File: src/hw/rtl/assert_macros.svh
// Assertion macros shared by the RTL of the bounded sorted deque list.
// No dependencies; include by bare file name where assertions are written.
`ifndef ASSERT_MACROS_SVH
`define ASSERT_MACROS_SVH

// Check a condition at every clock edge outside reset.
`define ASSERT_ALWAYS(label, clk, rst, expr, msg) \
   label: assert property (@(posedge clk) disable iff (rst) (expr)) else $error(msg);

// Check that a condition implies another in the same cycle.
`define ASSERT_IMPLIES(label, clk, rst, ante, cons, msg) \
   label: assert property (@(posedge clk) disable iff (rst) (ante) |-> (cons)) else $error(msg);

`endif

File: src/hw/rtl/bsdq_pkg.sv
// Package for the bounded sorted deque list: widths, opcodes, status codes,
// cell command and link types. No dependencies.
`timescale 1ns / 1ps

package bsdq_pkg;

   localparam int CAPACITY_DEF = 16;
   localparam int DATA_W       = 32;
   localparam int OPCODE_W     = 3;
   localparam int STATUS_W     = 2;
   localparam int COUNT_FLD_W  = 5;

   localparam int REQ_TDATA_W  = 32;
   localparam int REQ_TUSER_W  = 3;
   localparam int RSP_TDATA_W  = 48;

   localparam logic [OPCODE_W-1:0] OP_FRONT    = 3'd0;
   localparam logic [OPCODE_W-1:0] OP_BACK     = 3'd1;
   localparam logic [OPCODE_W-1:0] OP_ORDERED  = 3'd2;
   localparam logic [OPCODE_W-1:0] OP_REMOVE   = 3'd3;
   localparam logic [OPCODE_W-1:0] OP_POP      = 3'd4;
   localparam logic [OPCODE_W-1:0] OP_CONTAINS = 3'd5;

   localparam logic [STATUS_W-1:0] STS_OK    = 2'd0;
   localparam logic [STATUS_W-1:0] STS_FULL  = 2'd1;
   localparam logic [STATUS_W-1:0] STS_EMPTY = 2'd2;

   localparam logic signed [DATA_W-1:0] INT_MIN = 32'sh8000_0000;

   typedef enum logic [1:0] {
      CELL_IDLE   = 2'd0,
      CELL_SCAN   = 2'd1,
      CELL_INSERT = 2'd2,
      CELL_DELETE = 2'd3
   } cell_op_type;

   // Which cells lie before the insert or delete point.
   typedef enum logic [1:0] {
      BND_NONE   = 2'd0,
      BND_PASSED = 2'd1,
      BND_VALID  = 2'd2
   } bnd_type;

   typedef struct packed {
      cell_op_type              op;
      bnd_type                  bnd;
      logic                     ordered;
      logic signed [DATA_W-1:0] key;
   } cell_cmd_type;

   typedef struct packed {
      logic signed [DATA_W-1:0] entry;
      logic                     valid;
      logic                     passed;
      logic                     tok_pass;
      logic                     head;
   } link_type;

   typedef struct packed {
      logic tok;
      logic stop;
      logic hit;
   } cell_stat_type;

   function automatic logic before_point(bnd_type bnd, logic passed, logic valid);
      logic r;
      unique case (bnd)
         BND_NONE:   r = 1'b0;
         BND_PASSED: r = passed;
         BND_VALID:  r = valid;
         default:    r = 1'b0;
      endcase
      return r;
   endfunction

endpackage

File: src/hw/rtl/bounded_sorted_deque_list.sv
// Top level of the bounded sorted deque list: sequencer and row of cells.
// Depends on bsdq_pkg, bsdq_cell and assert_macros.svh.
`timescale 1ns / 1ps
`include "assert_macros.svh"

// Ordered list of up to CAPACITY signed 32-bit values held in a row of cells,
// position 0 at the front. Each request is one operation chosen by req_tuser:
// front insert, back insert, ordered insert, remove key, pop front, contains.
// One response follows every request, in order. Front insert, back insert and
// a non-empty pop shift the row in an apply step; a rejected insert, an empty
// pop or an undefined opcode go straight to the response. Ordered insert,
// remove and contains send a search token down the cell row, one cell per
// cycle, until it stops at a position or runs off the end of the list; an
// ordered insert, or a remove that finds its key, then shifts the row too.
// The token walk thus sets how long these operations take.
// A new request is taken while the previous response still waits on rsp_tready.
module bounded_sorted_deque_list #(
   parameter int CAPACITY = bsdq_pkg::CAPACITY_DEF
) (
   input  logic                             clock,
   input  logic                             reset,
   input  logic                             req_tvalid,
   output logic                             req_tready,
   input  logic [bsdq_pkg::REQ_TDATA_W-1:0] req_tdata,  // [31:0] value
   input  logic [bsdq_pkg::REQ_TUSER_W-1:0] req_tuser,  // [2:0] opcode
   output logic                             rsp_tvalid,
   input  logic                             rsp_tready,
   // [31:0] popped_value, [32] found, [34:33] status, [39:35] entry_count,
   // [40] is_empty, [47:41] zero
   output logic [bsdq_pkg::RSP_TDATA_W-1:0] rsp_tdata
);
   import bsdq_pkg::*;

   localparam int CNT_W = $clog2(CAPACITY + 1);

   localparam logic [1:0] ST_IDLE  = 2'd0;
   localparam logic [1:0] ST_SCAN  = 2'd1;
   localparam logic [1:0] ST_APPLY = 2'd2;
   localparam logic [1:0] ST_DONE  = 2'd3;

   logic [1:0]               state_ff, state_in;
   logic [OPCODE_W-1:0]      op_ff, op_in;
   logic signed [DATA_W-1:0] key_ff, key_in;
   logic [CNT_W-1:0]         count_ff, count_in;
   logic                     first_ff, first_in;

   // result being built for the current request
   logic signed [DATA_W-1:0] res_popped_ff, res_popped_in;
   logic                     res_found_ff, res_found_in;
   logic [STATUS_W-1:0]      res_status_ff, res_status_in;

   // response register
   logic                     rsp_valid_ff, rsp_valid_in;
   logic signed [DATA_W-1:0] rsp_popped_ff, rsp_popped_in;
   logic                     rsp_found_ff, rsp_found_in;
   logic [STATUS_W-1:0]      rsp_status_ff, rsp_status_in;
   logic [CNT_W-1:0]         rsp_count_ff, rsp_count_in;

   cell_cmd_type  cmd;
   link_type      link    [CAPACITY];
   cell_stat_type stat    [CAPACITY];
   link_type      head_link, tail_link;

   logic [CAPACITY-1:0] valid_vec, tok_vec, stop_vec, hit_vec;
   logic                any_stop, any_hit, fell_off, accept, is_insert, load_rsp;

   assign accept     = req_tvalid & req_tready;
   assign req_tready = (state_ff == ST_IDLE);
   assign is_insert  = (op_ff == OP_FRONT) | (op_ff == OP_BACK) | (op_ff == OP_ORDERED);
   assign load_rsp   = (state_ff == ST_DONE) & (!rsp_valid_ff | rsp_tready);

   // Broadcast command to every cell.
   always_comb begin
      cmd.key     = key_ff;
      cmd.ordered = (op_ff == OP_ORDERED);
      unique case (op_ff)
         OP_BACK:    cmd.bnd = BND_VALID;
         OP_ORDERED: cmd.bnd = BND_PASSED;
         OP_REMOVE:  cmd.bnd = BND_PASSED;
         default:    cmd.bnd = BND_NONE;
      endcase
      unique case (state_ff)
         ST_SCAN:  cmd.op = CELL_SCAN;
         ST_APPLY: cmd.op = is_insert ? CELL_INSERT : CELL_DELETE;
         default:  cmd.op = CELL_IDLE;
      endcase
   end

   // Feed the ends of the row: the head injects the token, the tail shifts in
   // an empty slot.
   assign head_link = '{entry: key_ff, valid: 1'b1, passed: 1'b1,
                        tok_pass: first_ff, head: 1'b1};
   assign tail_link = '{entry: '0, valid: 1'b0, passed: 1'b0,
                        tok_pass: 1'b0, head: 1'b0};

   for (genvar k = 0; k < CAPACITY; k++) begin : g_cell
      link_type left_l, right_l;
      if (k == 0) begin : g_head
         assign left_l = head_link;
      end else begin : g_mid_l
         assign left_l = link[k-1];
      end
      if (k == CAPACITY - 1) begin : g_tail
         assign right_l = tail_link;
      end else begin : g_mid_r
         assign right_l = link[k+1];
      end
      bsdq_cell u_cell (
         .clock   (clock),
         .reset   (reset),
         .cmd_i   (cmd),
         .left_i  (left_l),
         .right_i (right_l),
         .link_o  (link[k]),
         .stat_o  (stat[k])
      );
      assign valid_vec[k] = link[k].valid;
      assign tok_vec[k]   = stat[k].tok;
      assign stop_vec[k]  = stat[k].stop;
      assign hit_vec[k]   = stat[k].hit;
   end

   // The token is one-hot, so these reductions flag the single active cell.
   assign any_stop = |stop_vec;
   assign any_hit  = |hit_vec;
   assign fell_off = link[CAPACITY-1].tok_pass;

   always_comb begin
      state_in      = state_ff;
      op_in         = op_ff;
      key_in        = key_ff;
      count_in      = count_ff;
      first_in      = 1'b0;
      res_popped_in = res_popped_ff;
      res_found_in  = res_found_ff;
      res_status_in = res_status_ff;

      unique case (state_ff)
         ST_IDLE: begin
            if (accept) begin
               op_in         = req_tuser[OPCODE_W-1:0];
               key_in        = $signed(req_tdata[DATA_W-1:0]);
               res_popped_in = '0;
               res_found_in  = 1'b0;
               res_status_in = STS_OK;
               state_in      = ST_DONE;
               unique case (req_tuser[OPCODE_W-1:0])
                  OP_FRONT, OP_BACK: begin
                     if (count_ff >= CNT_W'(CAPACITY)) begin
                        res_status_in = STS_FULL;
                     end else begin
                        state_in = ST_APPLY;
                     end
                  end
                  OP_ORDERED: begin
                     if (count_ff >= CNT_W'(CAPACITY)) begin
                        res_status_in = STS_FULL;
                     end else begin
                        state_in = ST_SCAN;
                        first_in = 1'b1;
                     end
                  end
                  OP_REMOVE, OP_CONTAINS: begin
                     state_in = ST_SCAN;
                     first_in = 1'b1;
                  end
                  OP_POP: begin
                     if (count_ff == '0) begin
                        res_popped_in = INT_MIN;
                        res_status_in = STS_EMPTY;
                     end else begin
                        // take the front entry before the row shifts
                        res_popped_in = link[0].entry;
                        state_in      = ST_APPLY;
                     end
                  end
                  default: begin
                     state_in = ST_DONE;
                  end
               endcase
            end
         end
         ST_SCAN: begin
            if (any_stop | fell_off) begin
               unique case (op_ff)
                  OP_ORDERED: begin
                     state_in = ST_APPLY;
                  end
                  OP_REMOVE: begin
                     res_found_in = any_hit;
                     state_in     = any_hit ? ST_APPLY : ST_DONE;
                  end
                  default: begin
                     res_found_in = any_hit;
                     state_in     = ST_DONE;
                  end
               endcase
            end
         end
         ST_APPLY: begin
            count_in = is_insert ? count_ff + CNT_W'(1) : count_ff - CNT_W'(1);
            state_in = ST_DONE;
         end
         ST_DONE: begin
            if (load_rsp) begin
               state_in = ST_IDLE;
            end
         end
      endcase
   end

   // Hold the response until taken; reload it as the next one finishes.
   always_comb begin
      rsp_valid_in  = rsp_valid_ff;
      rsp_popped_in = rsp_popped_ff;
      rsp_found_in  = rsp_found_ff;
      rsp_status_in = rsp_status_ff;
      rsp_count_in  = rsp_count_ff;
      if (load_rsp) begin
         rsp_valid_in  = 1'b1;
         rsp_popped_in = res_popped_ff;
         rsp_found_in  = res_found_ff;
         rsp_status_in = res_status_ff;
         rsp_count_in  = count_ff;
      end else if (rsp_tready) begin
         rsp_valid_in = 1'b0;
      end
   end

   always_ff @(posedge clock) begin
      op_ff         <= op_in;
      key_ff        <= key_in;
      res_popped_ff <= res_popped_in;
      res_found_ff  <= res_found_in;
      res_status_ff <= res_status_in;
      rsp_popped_ff <= rsp_popped_in;
      rsp_found_ff  <= rsp_found_in;
      rsp_status_ff <= rsp_status_in;
      rsp_count_ff  <= rsp_count_in;
      if (reset) begin
         state_ff     <= ST_IDLE;
         count_ff     <= '0;
         first_ff     <= 1'b0;
         rsp_valid_ff <= 1'b0;
      end else begin
         state_ff     <= state_in;
         count_ff     <= count_in;
         first_ff     <= first_in;
         rsp_valid_ff <= rsp_valid_in;
      end
   end

   assign rsp_tvalid = rsp_valid_ff;
   assign rsp_tdata  = {7'b0, (rsp_count_ff == '0), COUNT_FLD_W'(rsp_count_ff),
                        rsp_status_ff, rsp_found_ff, rsp_popped_ff};

   // Occupied cells form an unbroken run from the front and match the count.
   `ASSERT_ALWAYS(a_count_matches, clock, reset, $countones(valid_vec) == count_ff, "count mismatch")
   `ASSERT_ALWAYS(a_valid_run, clock, reset, ((valid_vec + 1'b1) & valid_vec) == '0, "gap in list")
   // At most one search token; none outside a search.
   `ASSERT_ALWAYS(a_tok_onehot, clock, reset, $onehot0(tok_vec), "several tokens")
   `ASSERT_IMPLIES(a_tok_idle, clock, reset, state_ff == ST_IDLE, tok_vec == '0, "stale token")

endmodule

File: src/hw/rtl/bsdq_cell.sv
// One list position of the bounded sorted deque list: entry, occupancy,
// scan token and shift toward either neighbor. Depends on bsdq_pkg.
`timescale 1ns / 1ps

module bsdq_cell (
   input  logic                   clock,
   input  logic                   reset,
   input  bsdq_pkg::cell_cmd_type cmd_i,
   input  bsdq_pkg::link_type     left_i,
   input  bsdq_pkg::link_type     right_i,
   output bsdq_pkg::link_type     link_o,
   output bsdq_pkg::cell_stat_type stat_o
);
   import bsdq_pkg::*;

   logic signed [DATA_W-1:0] entry_ff, entry_in;
   logic                     valid_ff, valid_in;
   logic                     passed_ff, passed_in;
   logic                     tok_ff, tok_in;

   logic hit_raw, stop, pass_own, ahead, left_ahead, first;

   assign hit_raw    = cmd_i.ordered ? !(entry_ff < cmd_i.key) : (entry_ff == cmd_i.key);
   assign stop       = tok_ff & (!valid_ff | hit_raw);
   assign pass_own   = tok_ff & !stop;
   assign ahead      = before_point(cmd_i.bnd, passed_ff, valid_ff);
   assign left_ahead = before_point(cmd_i.bnd, left_i.passed, left_i.valid);
   assign first      = !ahead & (left_ahead | left_i.head);

   always_comb begin
      entry_in  = entry_ff;
      valid_in  = valid_ff;
      passed_in = passed_ff;
      tok_in    = tok_ff;
      unique case (cmd_i.op)
         CELL_IDLE: begin
            tok_in    = 1'b0;
            passed_in = 1'b0;
         end
         CELL_SCAN: begin
            tok_in    = left_i.tok_pass;
            passed_in = passed_ff | pass_own;
         end
         CELL_INSERT: begin
            tok_in    = 1'b0;
            passed_in = 1'b0;
            if (!ahead) begin
               entry_in = first ? cmd_i.key : left_i.entry;
               valid_in = left_i.valid;
            end
         end
         CELL_DELETE: begin
            tok_in    = 1'b0;
            passed_in = 1'b0;
            if (!ahead) begin
               entry_in = right_i.entry;
               valid_in = right_i.valid;
            end
         end
      endcase
   end

   always_ff @(posedge clock) begin
      entry_ff <= entry_in;
      if (reset) begin
         valid_ff  <= 1'b0;
         passed_ff <= 1'b0;
         tok_ff    <= 1'b0;
      end else begin
         valid_ff  <= valid_in;
         passed_ff <= passed_in;
         tok_ff    <= tok_in;
      end
   end

   assign link_o = '{entry: entry_ff, valid: valid_ff, passed: passed_ff,
                     tok_pass: pass_own, head: 1'b0};
   assign stat_o = '{tok: tok_ff, stop: stop, hit: tok_ff & valid_ff & hit_raw};

endmodule
File: config.mk
export PLATFORM = sky130hd
export DESIGN_NAME = bounded_sorted_deque_list
export DESIGN_NICKNAME = d
export VERILOG_FILES = /design/src/hw/rtl/bsdq_pkg.sv /design/src/hw/rtl/bounded_sorted_deque_list.sv /design/src/hw/rtl/bsdq_cell.sv
export VERILOG_INCLUDE_DIRS = /design/src /design/src/hw/rtl
export SDC_FILE = /design/constraint.sdc
export NUM_CORES = 2
export LEC_CHECK = 0
export ABC_AREA = 1
export BUFFER_PORTS_ARGS = -buffer_cell sky130_fd_sc_hd__buf_2
export CAP_MARGIN = 40
export CORE_ASPECT_RATIO = 1.4
export CORE_MARGIN = 2
export CORE_UTILIZATION = 60
export CTS_BUF_LIST = sky130_fd_sc_hd__clkbuf_2 sky130_fd_sc_hd__clkbuf_4 sky130_fd_sc_hd__clkbuf_8
export DETAILED_ROUTE_END_ITERATION = 8
export PLACE_DENSITY = 0.85
export SLEW_MARGIN = 40
export SYNTH_ARGS = -nofsm -noshare
export SYNTH_HDL_FRONTEND = slang
export SYNTH_SLANG_ARGS = --single-unit
File: constraint.sdc
create_clock -name clock -period 6 [get_ports clock]
set_input_delay 0.3 -clock clock [delete_from_list [all_inputs] [get_ports clock]]
set_output_delay 0.3 -clock clock [all_outputs]
set_load 0.02 [all_outputs]
==> impl_metrics.yaml <==
hold_path:
  min_to: "key_ff[6]"
  worstHoldStart: "req_tdata[6]"
  holdPathStages: 2
  hold_path_class: "input pin to flop"
logic_synthesis:
  yosysTopAreaCell: "edfxtp_1"
  ys_ff_latch: 679
  syn_inst: 5225
  netlist.area_leader.share_pct: 42.31
  synth-edff-count: 622
  yosysSeqAreaShare_pct: 44.90
  async_reset_ff_share_pct: 0
  synth.avg_cell_area_um2: 8.448
  synth_cell_types: 55
  netlist_area_mm2: 0.04414
  ys_top_cells_by_area: "edfxtp_1 (42%), ha_1 (15%), nand2_1 (13%)"
  ys_warn_count: 0
  synthFlopType: "edfxtp_1"
timing:
  drv_slew: 0
  hold_violations: 0
  setup_viol_count_final: 0
  tns_ns: 0
  fmax_mhz: 214.5
  fin_skew_ns: 0.03053
  holdWs_ns: 0.2725
  rsz0062_at_grt: "no"
  fin_crit_sh_pct: 77.71
  period_needed_ns: 4.663
  relSlewSlack_pct: 42.98
  tightest_slew_ns: 0.8543
grt:
  grt_usage_pct: 32.64
  antenna_found_initial: 1
  grt_pass1_wl_um: 196700
  grt_max_degree: 142
  overflow: 0
  grt_pass1_vias: 38380
floorplan:
  io_pins: 89
  num_rows: 117
  fp.dieH_um: 324.9
  die_w_um: 233.2
  core_area_mm2: 0.07276
  die-area_mm2: 0.07579
  start_util_pct: 60.67
critical_path:
  slowest_delay_ns: 0.88
  crit_required_ns: 6.66
  ff2ff_path_depth: 20
  r2r_slack_ns: 1.34
  crit_type: "flop to flop"
  cp.arrival_ns: 5.32
  crit_path_start_kind: "flop"
  r2r_end: "state_ff[0]"
  cpMostUsedCell: "nand2_1"
  path_buf_inv: 1
  path_delay_family: "simple AND/OR/NAND/NOR gates"
  cp_max_fo: 18
  timing.rr.start: "key_ff[4]"
  path_cells: "clkinv_1 -> ha_1 -> nand3_1 -> nor2_1 -> nand2_1 -> nand2_1 -> o21ai_1 -> nand2_1 -> nand2_1 -> nand3_2 -> nand2_1 -> nand2_1 -> nand2_1 -> nor2_1 -> nand2_1 -> o21ai_1 -> nand2_1 -> nand2_1 -> nand2_1 -> a21oi_2"
  endpoint_kind: "flop"
  slowest_stage: "clkinv_1"
detailed_routing:
  drt_pre_antenna_iters: 6
  routed_wl_um: 125500
  via_per_inst: 6.188
  drt_iter0_markers: 4446
  drc: 0
  antenna_left: 0
  vias: 39100
  wl_per_cell_um: 19.86
placement:
  port-buffer-count: 81
  place.gp.congestion: 0.9286
  dpl.hpwl_um: 92270
power_and_ir_drop:
  peakVddDrop_uv: 386.7
  p_int_w: 0.01206
  seq_power_share_pct: 42.2
  p_leak_nw: 20.98
  p_sw_w: 0.008125
  total_power_w: 0.02018
  p_comb_share_pct: 38.2
  clockPowerShare_pct: 19.6
  switching_share_pct: 40.26
  cellPowerDensity_mw_per_mm2: 418.1
flow_run:
  maxCapViolCount: 0
clock_network:
  numCtsBuffers: 103
  tritoncts: "built"
  postCtsSetupRepairBufs: 0
  clock_latency_ns: 0.74
  htreeDepth: 3
  clock_sinks: 679
  cts_root_buffer: "clkbuf_8"
  clockBufferDepth: 3
  clkSlewWorstSetupHoldPaths_ns: 0.07
  cts_resized: 0
cells_and_area:
  post-route-util_pct: 66.35
  layout-drive-gt1-share_pct: 7.958
  syn2layout_area_growth_pct: 9.354
  final_cell_mix: "nand2_1 (1581), nor2_1 (626), edfxtp_1 (622)"
  fin_nets: 5842
  layout_commonest_cell: "nand2_1"
run_status:
  status: "finished, final reports clean"
## metal layers
metal | GRT usage (%) | up-vias | share of wire (%)
li1 | - | 18180 | -
met1 | 37.83 | 18180 | 36
met2 | 54.34 | 2236 | 48
met3 | 3.918 | 504 | 7.4
met4 | 26.00 | 0 | 8.3
met5 | 0 | - | 0
## stage by stage
stage                     worst slack [ns]  cells  cell area (µm²)
after floorplan                      1.614   5231            44160
after global placement               1.904   6060            45410
after detailed placement             1.777   6083            45750
after CTS                            1.718   6313            48200
after global routing                 1.141   6319            48270
final                                1.337   6319            48270
## Yosys cell counts (all sizes together), types with 22 or more instances
master / count
nand2: 1585
nor2: 650
edfxtp: 622
ha: 522
a31oi: 440
inv: 350
a21oi: 308
clkbuf: 193
o21ai: 168
nand3: 104
buf: 66
dfxtp: 57
nand4: 55
o21a: 22
## cell type report
cell class / count / area [µm²]
Multi-Input combinational cell: 3941 / 22160
Antenna cell: 1 / 2.502
Inverter: 352 / 1343
Sequential cell: 679 / 19820
Fill cell: 5392 / 24480
Clock buffer: 145 / 1777
Clock inverter: 46 / 279.0
Timing Repair Buffer: 203 / 1705
Tap cell: 952 / 1191
## power by group through the flow
stage / clock, W / sequential [W] / combinational [W]
6_report: 0.00395 / 0.00852 / 0.00771
5_1_grt: 0.00413 / 0.00865 / 0.00862
4_1_cts: 0.00394 / 0.00846 / 0.00754
3_5_place_dp: 0 / 0.00854 / 0.00745
3_3_place_gp: 0 / 0.00851 / 0.00681
2_1_floorplan: 0 / 0.00815 / 0.00530
## flip-flops by register name, indices dropped and copies added (netlist names), 3 cells and up
name	cells
res_popped_ff	32
g_cell.u_cell.valid_ff	16
g_cell.u_cell.entry_ff	512
key_ff	32
rsp_popped_ff	32
g_cell.u_cell.tok_ff	16
op_ff	3
g_cell.u_cell.passed_ff	16
count_ff	5
rsp_count_ff	5
## worst max path at each step
stage	cells after the start	to	start
2_1_floorplan	17	g_cell[1].u_cell.valid_ff	op_ff[2]
3_3_place_gp	14	g_cell[12].u_cell.entry_ff[10]	op_ff[2]
4_1_cts	22	state_ff[0]	key_ff[14]
6_report	20	state_ff[0]	key_ff[4]
5_1_grt	20	state_ff[0]	key_ff[4]
3_5_place_dp	22	state_ff[0]	key_ff[14]
## repair_timing
item,4_1_cts,5_1_grt
setup endpoints to repair,0,0
endpoints found under the hold margin,42,0
hold buffers,39,0
## cells by family (layout without fill, tap and decap cells)
logic type | Yosys count | after routing | share of synthesized area (%)
muxes | 1 | 1 | 0.02268
AOI/OAI and AO/OA | 989 | 989 | 12.96
and+or+nand+nor | 2418 | 2418 | 21.75
DFF | 679 | 679 | 44.90
buffers and inverters | 611 | 746 | 5.465
adders and majority gates | 523 | 523 | 14.84
xor gates and xnor gates | 3 | 3 | 0.05953
other | 1 | 8 | 0.008495
Power figures use the tool's default switching activity.
